$ cat config.mk
export PLATFORM = sky130hd
export DESIGN_NAME = overlay_alpha_fade_composite
export DESIGN_NICKNAME = d
export VERILOG_FILES = /design/src/rtl/ofc_pkg.sv /design/src/rtl/ofc_fade.sv /design/src/rtl/ofc_pixel.sv /design/src/rtl/ofc_ctrl.sv /design/src/rtl/overlay_alpha_fade_composite.sv
export SDC_FILE = /design/constraint.sdc
export NUM_CORES = 2
export LEC_CHECK = 0
export BUFFER_PORTS_ARGS = -buffer_cell sky130_fd_sc_hd__buf_4
export CORE_MARGIN = 2
export CORE_UTILIZATION = 55
export CTS_CLUSTER_DIAMETER = 50
export DETAILED_ROUTE_END_ITERATION = 12
export MAX_ROUTING_LAYER = met4
export PLACE_DENSITY = 0.72
export SETUP_SLACK_MARGIN = 0.05
export SLEW_MARGIN = 20
export SYNTH_ARGS = -nofsm -noshare
export SYNTH_HDL_FRONTEND = slang
export SYNTH_HIERARCHICAL = 1
export SYNTH_SLANG_ARGS = --single-unit
$ cat constraint.sdc
create_clock -name aclk -period 14.7 [get_ports aclk]
set_input_delay 2.205 -clock aclk [delete_from_list [all_inputs] [get_ports aclk]]
set_output_delay 2.205 -clock aclk [all_outputs]
set_load 0.01 [all_outputs]
$ cat src/rtl/ofc_pkg.sv
// Shared types and constants for the overlay alpha/fade compositor.
// Used by all modules under rtl/.
package ofc_pkg;

    typedef struct packed {
        logic       frame_start;
        logic [7:0] pix_red;
        logic [7:0] pix_green;
        logic [7:0] pix_blue;
    } ofc_in_t;

    typedef struct packed {
        logic [7:0] out_red;
        logic [7:0] out_green;
        logic [7:0] out_blue;
        logic [7:0] out_alpha;
        logic       frame_end;
    } ofc_out_t;

    typedef enum logic [1:0] {
        ST_SETUP,
        ST_DIV,
        ST_RUN
    } ofc_state_t;

    // controller -> datapath
    typedef struct packed {
        logic accept;
        logic clear_pos;
        logic out_load;
        logic div_load;
        logic div_step;
    } ofc_cmd_t;

    // datapath -> controller
    typedef struct packed {
        logic row_end;
        logic restart;
        logic fade_trivial;
        logic div_last;
    } ofc_sts_t;

    localparam int CFG_IDX_W  = 3;
    localparam int CFG_DATA_W = 24;

    localparam logic [CFG_IDX_W-1:0] CFG_FRAME_WIDTH   = 3'd0;
    localparam logic [CFG_IDX_W-1:0] CFG_FRAME_HEIGHT  = 3'd1;
    localparam logic [CFG_IDX_W-1:0] CFG_TOP_ZERO      = 3'd2;
    localparam logic [CFG_IDX_W-1:0] CFG_TOP_OPAQUE    = 3'd3;
    localparam logic [CFG_IDX_W-1:0] CFG_BOTTOM_OPAQUE = 3'd4;
    localparam logic [CFG_IDX_W-1:0] CFG_BOTTOM_ZERO   = 3'd5;
    localparam logic [CFG_IDX_W-1:0] CFG_PLATE_ENABLE  = 3'd6;
    localparam logic [CFG_IDX_W-1:0] CFG_PLATE_COLOR   = 3'd7;

    localparam logic [7:0] ALPHA_FLOOR = 8'd150;
    localparam logic [7:0] ALPHA_FULL  = 8'd255;

endpackage

$ cat src/rtl/ofc_fade.sv
// Row fade unit: band selection and iterative restoring divider, one quotient
// bit per cycle. Depends on ofc_pkg.
module ofc_fade #(
    parameter int F  = 8,
    parameter int RW = 12
) (
    input  logic             aclk,
    input  logic             aresetn,
    input  ofc_pkg::ofc_cmd_t cmd,
    input  logic [RW-1:0]    row,
    input  logic [13:0]      top_zero,
    input  logic [13:0]      top_opaque,
    input  logic [13:0]      bottom_opaque,
    input  logic [13:0]      bottom_zero,
    output logic [F:0]       fade,
    output logic             trivial,
    output logic             div_last
);
    import ofc_pkg::*;

    localparam int PW   = ((RW + 1) > 14) ? RW + 1 : 14;
    localparam int NW   = PW + F + 1;
    localparam int CNTW = $clog2(F + 1);
    localparam logic [F:0] FADE_ONE = {1'b1, {F{1'b0}}};

    logic [PW-1:0]   p, tz, tq, bq, bz, num, den;
    logic [F:0]      triv_val;
    logic [NW-1:0]   dvd;
    logic [PW:0]     trial;
    logic            ge;
    logic [PW-1:0]   rem_n;
    logic [F:0]      q_n;

    logic [PW-1:0]   rem_reg, den_reg;
    logic [F:0]      qsh_reg, fade_reg;
    logic [CNTW-1:0] cnt_reg;

    always_comb begin
        p  = PW'({row, 1'b0});
        tz = PW'(top_zero);
        tq = PW'(top_opaque);
        bq = PW'(bottom_opaque);
        bz = PW'(bottom_zero);
        num      = '0;
        den      = '0;
        trivial  = 1'b1;
        triv_val = '0;
        if (p < tq) begin
            if (p > tz) begin
                trivial = 1'b0;
                num     = p - tz;
                den     = tq - tz;
            end
        end else if (p > bq) begin
            if (p < bz) begin
                trivial = 1'b0;
                num     = bz - p;
                den     = bz - bq;
            end
        end else begin
            triv_val = FADE_ONE;
        end
        // rounded: (num << F) + den/2; num < den keeps the quotient within F+1 bits
        dvd = (NW'(num) << F) + NW'(den >> 1);
    end

    always_comb begin
        trial = {rem_reg, qsh_reg[F]};
        ge    = trial >= {1'b0, den_reg};
        rem_n = ge ? PW'(trial - {1'b0, den_reg}) : trial[PW-1:0];
        q_n   = {qsh_reg[F-1:0], ge};
    end

    assign div_last = (cnt_reg == '0);
    assign fade     = fade_reg;

    always_ff @(posedge aclk) begin
        if (cmd.div_load) begin
            rem_reg <= dvd[NW-1:F+1];
            qsh_reg <= dvd[F:0];
            den_reg <= den;
        end else if (cmd.div_step) begin
            rem_reg <= rem_n;
            qsh_reg <= q_n;
        end
        if (cmd.div_load && trivial) begin
            fade_reg <= triv_val;
        end else if (cmd.div_step && div_last) begin
            fade_reg <= q_n;
        end
    end

    always_ff @(posedge aclk) begin
        if (!aresetn) begin
            cnt_reg <= '0;
        end else if (cmd.div_load) begin
            cnt_reg <= CNTW'(F);
        end else if (cmd.div_step && !div_last) begin
            cnt_reg <= cnt_reg - CNTW'(1);
        end
    end

    a_rem_below_den: assert property (@(posedge aclk) disable iff (!aresetn)
        cmd.div_step |-> rem_reg < den_reg)
        else $error("divider remainder not below divisor");

    a_fade_max: assert property (@(posedge aclk) disable iff (!aresetn)
        (cmd.div_step && div_last) |-> q_n <= FADE_ONE)
        else $error("fade quotient above one");

endmodule

$ cat src/rtl/ofc_pixel.sv
// Pixel datapath: raster counters, alpha derivation, fade scaling and plate
// blend in two register stages. Depends on ofc_pkg.
module ofc_pixel #(
    parameter int MAX_WIDTH  = 4096,
    parameter int MAX_HEIGHT = 4096,
    parameter int F          = 8,
    parameter int CW         = 12,
    parameter int RW         = 12
) (
    input  logic              aclk,
    input  logic              aresetn,
    input  ofc_pkg::ofc_cmd_t cmd,
    input  ofc_pkg::ofc_in_t  s_data,
    input  logic [F:0]        fade,
    input  logic [12:0]       frame_width,
    input  logic [12:0]       frame_height,
    input  logic              plate_enable,
    input  logic [23:0]       plate_color,
    output ofc_pkg::ofc_out_t m_data,
    output logic [RW-1:0]     row,
    output logic              row_end,
    output logic              restart
);
    import ofc_pkg::*;

    localparam int SW = ((CW > 13) ? CW : 13) + 1;
    localparam int SH = ((RW > 13) ? RW : 13) + 1;
    localparam int AW = F + 9;
    localparam logic [AW:0] HALF = (AW + 1)'(1) << (F - 1);

    logic [CW-1:0] col_reg, col_eff;
    logic [RW-1:0] row_reg;
    logic [SW-1:0] fw, w_eff;
    logic [SH-1:0] fh, h_eff;
    logic          last_row;

    logic [7:0]    mx, alpha, alpha_inv, alpha_mul;
    logic [7:0]    plate_r, plate_g, plate_b;

    logic [7:0]    st1_r_reg, st1_g_reg, st1_b_reg;
    logic [15:0]   st1_mr_reg, st1_mg_reg, st1_mb_reg;
    logic [15:0]   st1_pr_reg, st1_pg_reg, st1_pb_reg;
    logic [AW-1:0] st1_am_reg;
    logic          st1_end_reg;
    logic          st1_plate_reg;
    ofc_out_t      out_reg, out_next;
    logic [AW:0]   alpha_rnd;

    // floor(x / 255) for x = a + b + 127 below 65535
    function automatic logic [7:0] div255(input logic [15:0] a, input logic [15:0] b);
        logic [16:0] s, q;
        s = 17'(a) + 17'(b) + 17'd127;
        q = (s + 17'd1 + (s >> 8)) >> 8;
        return q[7:0];
    endfunction

    // effective frame size, clamped to 1 .. MAX
    always_comb begin
        fw = SW'(frame_width);
        fh = SH'(frame_height);
        if (fw == '0) begin
            w_eff = SW'(1);
        end else if (fw > SW'(MAX_WIDTH)) begin
            w_eff = SW'(MAX_WIDTH);
        end else begin
            w_eff = fw;
        end
        if (fh == '0) begin
            h_eff = SH'(1);
        end else if (fh > SH'(MAX_HEIGHT)) begin
            h_eff = SH'(MAX_HEIGHT);
        end else begin
            h_eff = fh;
        end
        col_eff  = s_data.frame_start ? '0 : col_reg;
        row_end  = (SW'(col_eff) + SW'(1)) >= w_eff;
        last_row = (SH'(row_reg) + SH'(1)) >= h_eff;
        restart  = s_data.frame_start && (row_reg != '0);
    end

    assign row = row_reg;

    always_ff @(posedge aclk) begin
        if (!aresetn) begin
            col_reg <= '0;
            row_reg <= '0;
        end else if (cmd.clear_pos) begin
            col_reg <= '0;
            row_reg <= '0;
        end else if (cmd.accept) begin
            if (row_end) begin
                col_reg <= '0;
                row_reg <= last_row ? '0 : row_reg + RW'(1);
            end else begin
                col_reg <= col_eff + CW'(1);
            end
        end
    end

    always_comb begin
        mx = s_data.pix_red;
        if (s_data.pix_green > mx) begin
            mx = s_data.pix_green;
        end
        if (s_data.pix_blue > mx) begin
            mx = s_data.pix_blue;
        end
        if ((s_data.pix_red | s_data.pix_green | s_data.pix_blue) == 8'd0) begin
            alpha = 8'd0;
        end else if (mx < ALPHA_FLOOR) begin
            alpha = ALPHA_FLOOR;
        end else begin
            alpha = mx;
        end
        alpha_inv = ALPHA_FULL - alpha;
        alpha_mul = plate_enable ? ALPHA_FULL : alpha;
        plate_r   = plate_color[7:0];
        plate_g   = plate_color[15:8];
        plate_b   = plate_color[23:16];
    end

    // stage 1: products
    always_ff @(posedge aclk) begin
        if (cmd.accept) begin
            st1_r_reg     <= s_data.pix_red;
            st1_g_reg     <= s_data.pix_green;
            st1_b_reg     <= s_data.pix_blue;
            st1_mr_reg    <= 16'(s_data.pix_red) * 16'(alpha);
            st1_mg_reg    <= 16'(s_data.pix_green) * 16'(alpha);
            st1_mb_reg    <= 16'(s_data.pix_blue) * 16'(alpha);
            st1_pr_reg    <= 16'(plate_r) * 16'(alpha_inv);
            st1_pg_reg    <= 16'(plate_g) * 16'(alpha_inv);
            st1_pb_reg    <= 16'(plate_b) * 16'(alpha_inv);
            st1_am_reg    <= AW'(alpha_mul) * AW'(fade);
            st1_end_reg   <= row_end && last_row;
            st1_plate_reg <= plate_enable;
        end
    end

    // stage 2: rounding and blend select
    always_comb begin
        alpha_rnd = (AW + 1)'(st1_am_reg) + HALF;
        out_next.out_alpha = alpha_rnd[F+7:F];
        out_next.frame_end = st1_end_reg;
        if (st1_plate_reg) begin
            out_next.out_red   = div255(st1_mr_reg, st1_pr_reg);
            out_next.out_green = div255(st1_mg_reg, st1_pg_reg);
            out_next.out_blue  = div255(st1_mb_reg, st1_pb_reg);
        end else begin
            out_next.out_red   = st1_r_reg;
            out_next.out_green = st1_g_reg;
            out_next.out_blue  = st1_b_reg;
        end
    end

    always_ff @(posedge aclk) begin
        if (cmd.out_load) begin
            out_reg <= out_next;
        end
    end

    assign m_data = out_reg;

endmodule

$ cat src/rtl/ofc_ctrl.sv
// Controller: fade recompute sequencing and the two-stage pixel pipeline
// handshake. Depends on ofc_pkg.
module ofc_ctrl (
    input  logic               aclk,
    input  logic               aresetn,
    input  logic               s_valid,
    output logic               s_ready,
    output logic               m_valid,
    input  logic               m_ready,
    input  logic               cfg_we,
    input  ofc_pkg::ofc_sts_t  sts,
    output ofc_pkg::ofc_cmd_t  cmd
);
    import ofc_pkg::*;

    ofc_state_t state_reg, state_next;
    logic       st1_valid_reg, st1_valid_next;
    logic       out_valid_reg, out_valid_next;
    logic       adv_out, adv1, do_restart;

    always_comb begin
        adv_out    = !out_valid_reg || m_ready;
        adv1       = !st1_valid_reg || adv_out;
        do_restart = (state_reg == ST_RUN) && s_valid && sts.restart;
    end

    // next state
    always_comb begin
        state_next = state_reg;
        if (cfg_we) begin
            state_next = ST_SETUP;
        end else begin
            unique case (state_reg)
                ST_SETUP: state_next = sts.fade_trivial ? ST_RUN : ST_DIV;
                ST_DIV:   state_next = sts.div_last ? ST_RUN : ST_DIV;
                ST_RUN: begin
                    if (do_restart || (cmd.accept && sts.row_end)) begin
                        state_next = ST_SETUP;
                    end
                end
                default:  state_next = ST_SETUP;
            endcase
        end
    end

    // outputs
    always_comb begin
        s_ready       = (state_reg == ST_RUN) && adv1 && !sts.restart;
        cmd.accept    = s_valid && s_ready;
        cmd.clear_pos = do_restart;
        cmd.out_load  = st1_valid_reg && adv_out;
        cmd.div_load  = (state_reg == ST_SETUP);
        cmd.div_step  = (state_reg == ST_DIV);
        m_valid       = out_valid_reg;

        st1_valid_next = cmd.accept || (st1_valid_reg && !adv_out);
        out_valid_next = cmd.out_load || (out_valid_reg && !m_ready);
    end

    always_ff @(posedge aclk) begin
        if (!aresetn) begin
            state_reg     <= ST_SETUP;
            st1_valid_reg <= 1'b0;
            out_valid_reg <= 1'b0;
        end else begin
            state_reg     <= state_next;
            st1_valid_reg <= st1_valid_next;
            out_valid_reg <= out_valid_next;
        end
    end

    a_row_end_refade: assert property (@(posedge aclk) disable iff (!aresetn)
        (cmd.accept && sts.row_end) |=> state_reg == ST_SETUP)
        else $error("row change without fade recompute");

    a_no_st1_overrun: assert property (@(posedge aclk) disable iff (!aresetn)
        (st1_valid_reg && !adv_out) |-> !cmd.accept)
        else $error("stage 1 overwritten while held");

    a_restart_blocks: assert property (@(posedge aclk) disable iff (!aresetn)
        do_restart |-> !cmd.accept)
        else $error("frame start taken before row zero fade");

    a_no_accept_busy: assert property (@(posedge aclk) disable iff (!aresetn)
        (state_reg == ST_DIV || state_reg == ST_SETUP) |-> !cmd.accept)
        else $error("word accepted while fade recompute runs");

endmodule

$ cat src/rtl/overlay_alpha_fade_composite.sv
// Top level of the overlay alpha/fade compositor: config registers and
// instances of ofc_ctrl, ofc_fade and ofc_pixel. Depends on ofc_pkg.
//
//   channel  | ports                    | word
//   ---------+--------------------------+-----------------------------------
//   input    | s_valid s_ready s_data   | frame_start, pix_red/green/blue
//   result   | m_valid m_ready m_data   | out_red/green/blue/alpha, frame_end
//   config   | cfg_we cfg_index cfg_data| one register per write, no wait
//
// One pixel per cycle inside a row unless the result side stalls; an accepted
// word passes the product register, then the output register. Each row change,
// frame start on a nonzero row and config write runs a fade recompute in the
// shared divider: a setup state, then the divide steps in ST_DIV (setup only
// when the row lies outside or fully inside the bands). After reset the row-zero
// fade is computed before the first word is taken. A stalled result holds in the
// output register while one more word waits in the product stage.
module overlay_alpha_fade_composite #(
    parameter int MAX_WIDTH          = 4096,
    parameter int MAX_HEIGHT         = 4096,
    parameter int FADE_FRACTION_BITS = 8
) (
    input  logic                              aclk,
    input  logic                              aresetn,
    input  logic                              s_valid,
    output logic                              s_ready,
    input  ofc_pkg::ofc_in_t                  s_data,
    output logic                              m_valid,
    input  logic                              m_ready,
    output ofc_pkg::ofc_out_t                 m_data,
    input  logic                              cfg_we,
    input  logic [ofc_pkg::CFG_IDX_W-1:0]     cfg_index,
    input  logic [ofc_pkg::CFG_DATA_W-1:0]    cfg_data
);
    import ofc_pkg::*;

    localparam int F  = FADE_FRACTION_BITS;
    localparam int CW = $clog2(MAX_WIDTH);
    localparam int RW = $clog2(MAX_HEIGHT);

    logic [12:0] frame_width_reg, frame_height_reg;
    logic [13:0] top_zero_reg, top_opaque_reg, bottom_opaque_reg, bottom_zero_reg;
    logic        plate_enable_reg;
    logic [23:0] plate_color_reg;

    ofc_cmd_t      cmd;
    ofc_sts_t      sts;
    logic [F:0]    fade;
    logic [RW-1:0] row;
    logic          row_end, restart, fade_trivial, div_last;

    always_ff @(posedge aclk) begin
        if (!aresetn) begin
            frame_width_reg   <= 13'd1920;
            frame_height_reg  <= 13'd1080;
            top_zero_reg      <= 14'd0;
            top_opaque_reg    <= 14'd0;
            bottom_opaque_reg <= 14'd8192;
            bottom_zero_reg   <= 14'd8192;
            plate_enable_reg  <= 1'b0;
            plate_color_reg   <= 24'd0;
        end else if (cfg_we) begin
            unique case (cfg_index)
                CFG_FRAME_WIDTH:   frame_width_reg   <= cfg_data[12:0];
                CFG_FRAME_HEIGHT:  frame_height_reg  <= cfg_data[12:0];
                CFG_TOP_ZERO:      top_zero_reg      <= cfg_data[13:0];
                CFG_TOP_OPAQUE:    top_opaque_reg    <= cfg_data[13:0];
                CFG_BOTTOM_OPAQUE: bottom_opaque_reg <= cfg_data[13:0];
                CFG_BOTTOM_ZERO:   bottom_zero_reg   <= cfg_data[13:0];
                CFG_PLATE_ENABLE:  plate_enable_reg  <= cfg_data[0];
                CFG_PLATE_COLOR:   plate_color_reg   <= cfg_data[23:0];
                default: ;
            endcase
        end
    end

    always_comb begin
        sts.row_end      = row_end;
        sts.restart      = restart;
        sts.fade_trivial = fade_trivial;
        sts.div_last     = div_last;
    end

    ofc_ctrl u_ctrl (
        .aclk    (aclk),
        .aresetn (aresetn),
        .s_valid (s_valid),
        .s_ready (s_ready),
        .m_valid (m_valid),
        .m_ready (m_ready),
        .cfg_we  (cfg_we),
        .sts     (sts),
        .cmd     (cmd)
    );

    ofc_fade #(
        .F  (F),
        .RW (RW)
    ) u_fade (
        .aclk          (aclk),
        .aresetn       (aresetn),
        .cmd           (cmd),
        .row           (row),
        .top_zero      (top_zero_reg),
        .top_opaque    (top_opaque_reg),
        .bottom_opaque (bottom_opaque_reg),
        .bottom_zero   (bottom_zero_reg),
        .fade          (fade),
        .trivial       (fade_trivial),
        .div_last      (div_last)
    );

    ofc_pixel #(
        .MAX_WIDTH  (MAX_WIDTH),
        .MAX_HEIGHT (MAX_HEIGHT),
        .F          (F),
        .CW         (CW),
        .RW         (RW)
    ) u_pixel (
        .aclk         (aclk),
        .aresetn      (aresetn),
        .cmd          (cmd),
        .s_data       (s_data),
        .fade         (fade),
        .frame_width  (frame_width_reg),
        .frame_height (frame_height_reg),
        .plate_enable (plate_enable_reg),
        .plate_color  (plate_color_reg),
        .m_data       (m_data),
        .row          (row),
        .row_end      (row_end),
        .restart      (restart)
    );

endmodule

==> results_dict.tcl <==
set metrics [dict create \
    setup-violations-final 0 \
    worstSetupStartpointType "input pin" \
    postCtsHoldBufs 0 \
    crit_path_max_incr_delay_ns 0.53 \
    num_rows 95 \
    syn_area_um2 36940 \
    p_total_mw 6.528 \
    grt_usage_pct 26.82 \
    largest_reg_flops 33 \
    nFillCells 5838 \
    syn_avg_cell_area_um2 9.067 \
    grt_pass1_vias 28530 \
    synth_warnings 6 \
    hold_class "reg -> reg" \
    syn_to_final_growth_pct 8.817 \
    min_period_ns 10.98 \
    drt.antenna.violating_nets 0 \
    ios 92 \
    rsz0062_at_grt "no" \
    p_comb_share_pct 60.7 \
    final_layout_size_suffix_gt1_share_pct 6.499 \
    clockPowerShare_pct 18.4 \
    clkLatencyLatePin_ns 0.62 \
    cts-buffers-inserted 51 \
    place_congestion 0.9385 \
    power_density_nw_per_um2 162.4 \
    cp.required_ns 15.08 \
    cts_tree "built" \
    grt_pass1_wl_mm 145.3 \
    p_int_mw 3.705 \
    start_util_pct 55.30 \
    antenna_found_initial 2 \
    fmax_ghz 0.09110 \
    core_area_um2 66800 \
    critPathBufInv 7 \
    ys_seq_elements 349 \
    p_switching_mw 2.823 \
    place_ws_ns 3.301 \
    dieArea_um2 69250 \
    cts_root_buf "clkbuf_16" \
    layout_setup_ws_ns 3.723 \
    syn_nets 4910 \
    port_buffers 91 \
    drv_slew 0 \
    overflow 0 \
    power_leakage_nw 19.34 \
    cts_resized 0 \
    die_h_um 263.2 \
    synth_edf_count 210 \
    swShare_pct 43.24 \
    dpl.hpwl_mm 68.35 \
    synth_cell_types 103 \
    power.share.sequential_pct 20.9 \
    firstDrtPassIters 6 \
    wirelength_mm 88.28 \
    setup_tns_ns 0 \
    drt_iter0_drc 1718 \
    cts_buffer_depth 3 \
    relSlewSlack_pct 26.57 \
    crit_fanout 31 \
    criticalPathCategory "in -> reg" \
    register_area_um2 9089 \
    post_drt_via_cell_ratio 5.537 \
    grt_max_degree 146 \
    post-route-drc-count 0 \
    maxCapViolCount 0 \
    ys.flop_type "edfxtp_1" \
    outcome "finished clean" \
    irDropWorstVdd_mv 0.1547 \
    fp.dieW_um 263.2 \
    multi_input_area_um2 24960 \
    finalHoldViolations 0 \
    clock_sinks 349 \
    finalCritPeriodShare_pct 74.68 \
    yosysSeqAreaShare_pct 24.60 \
    routedWlPerCell_um 17.49 \
    crit_arrival_ns 11.35 \
    syn-instance-count 4074 \
    crit_family "adder cells" \
    tightest_slew_ns 1.101 \
    vias 27940 \
    clk_pin_slew_ns 0.06 \
    setup.worst_path.end_class "flop" \
    finalClockSkew_ns 0.03217 \
    cp_slowest_cell "fa_1" \
    async_flop_share_pct 0 \
    cts_max_level 2 \
    fin_nets 4966 \
    post_cts_buffers 0 \
]
-- layer usage --
metal / wire length, um / up-vias / global-route usage (%)
li1: - / 13670 / -
met1: 38890 / 13420 / 33.65
met2: 41020 / 664 / 43.69
met3: 4484 / 191 / 3.676
met4: 3886 / 0 / 11.21
met5: 0 / - / -
-- path summary, 6_finish.rpt --
kind,startpoint,end,slack [ns],cells past startpoint
worst max-delay path,s_data[12],u_pixel/st1_pb_reg[15]$_DFFE_PP_,3.72,36
worst min-delay path,u_pixel/st1_end_reg$_DFFE_PP_,u_pixel/m_data[0]$_DFFE_PP_,0.42,0
worst max register to register,plate_enable_reg$_SDFFE_PN0P_,u_pixel/st1_am_reg[15]$_DFFE_PP_,9.04,18
worst min register to register,u_pixel/st1_end_reg$_DFFE_PP_,u_pixel/m_data[0]$_DFFE_PP_,0.42,0
-- cell type report --
cell class,count,share of cell area [%]
flip-flops and latches,349,22.61
clock inverters,33,0.8467
inverters,660,6.163
repair buffers,115,2.179
multi-input cells,2953,62.11
clock buffers,60,3.352
well taps,873,2.717
diodes,4,0.02490
-- cells in the mapped netlist (all sizes together), types with 13 or more instances --
cell type | instances | area (um2)
or3 | 19 | 118.9
a21o | 62 | 465.5
edfxtp | 210 | 6306
mux2i | 110 | 1101
nor2b | 115 | 726.9
a31oi | 13 | 81.33
buf | 26 | 148.9
a211oi | 25 | 192.7
o22ai | 14 | 87.58
o21a | 27 | 202.7
o21ai | 127 | 646.9
nand3 | 57 | 285.3
xor2 | 81 | 709.4
a21oi | 206 | 1050
and2 | 171 | 1072
nor4 | 16 | 118.9
fa | 265 | 5305
inv | 654 | 2455
nand3b | 14 | 105.1
or2 | 16 | 100.1
dfxtp | 139 | 2783
ha | 514 | 6431
nand2 | 377 | 1418
a21boi | 16 | 120.1
xnor2 | 132 | 1156
nor2 | 274 | 1028
and3 | 22 | 137.6
o21bai | 21 | 157.7
nand4 | 28 | 187.7
nor3 | 54 | 285.3
clkbuf | 86 | 322.8
nand2b | 39 | 246.5
-- cells in the final DEF (no fill, tap or decap), drive strengths merged, types with 17 or more instances in the layout --
cell type,Yosys,final
a211oi,25,25
a21o,62,62
a21oi,206,206
and2,171,171
and3,22,22
buf,26,115
clkbuf,86,60
clkinv,6,17
dfxtp,139,139
edfxtp,210,210
fa,265,265
ha,514,514
inv,654,669
mux2i,110,110
nand2,377,377
nand2b,39,39
nand3,57,57
nand4,28,28
nor2,274,274
nor2b,115,115
nor3,54,54
o21a,27,27
o21ai,127,127
o21bai,21,21
or3,19,19
xnor2,132,132
xor2,81,81
-- worst register-to-register path, delay by kind of cell, from the launching register on --
kind            cells  cell delay (ns)
fa+ha+maj           5             2.17
simple gates        6             1.33
flops               1             0.90
compound gates      3             0.69
buf+inv             3             0.21
xor+xnor            1             0.09
-- per-stage QoR --
stage	area [um2]	util, %	instances	hold WS, ns
after floorplan	36940	-	4074	0.4003
after global placement	38500	57.63	4950	0.4030
after detailed placement	38500	57.63	4950	0.4134
after CTS	40190	60.16	5043	0.4263
after global routing	40190	60.16	5045	0.4393
final	40200	60.17	5047	0.4230
-- cell families after synthesis --
| logic type | share of synthesized area (%) |
|---|---|
| AO/OA/AOI/OAI | 10.51 |
| XOR/XNOR | 5.050 |
| adder cells (fa/ha/maj) | 31.77 |
| buffers and inverters | 7.984 |
| flip-flops | 24.60 |
| multiplexers | 3.347 |
| AND/OR/NAND/NOR | 16.73 |
-- power groups by stage --
stage	combinational (mW)	clock (mW)	sequential, mW
4_1_cts	3.99	1.23	1.37
5_1_grt	4.53	1.27	1.37
2_1_floorplan	3.04	0	1.37
3_3_place_gp	3.87	0	1.38
6_report	3.96	1.20	1.37
3_5_place_dp	3.95	0	1.39
(Power assumes the default switching activity.)
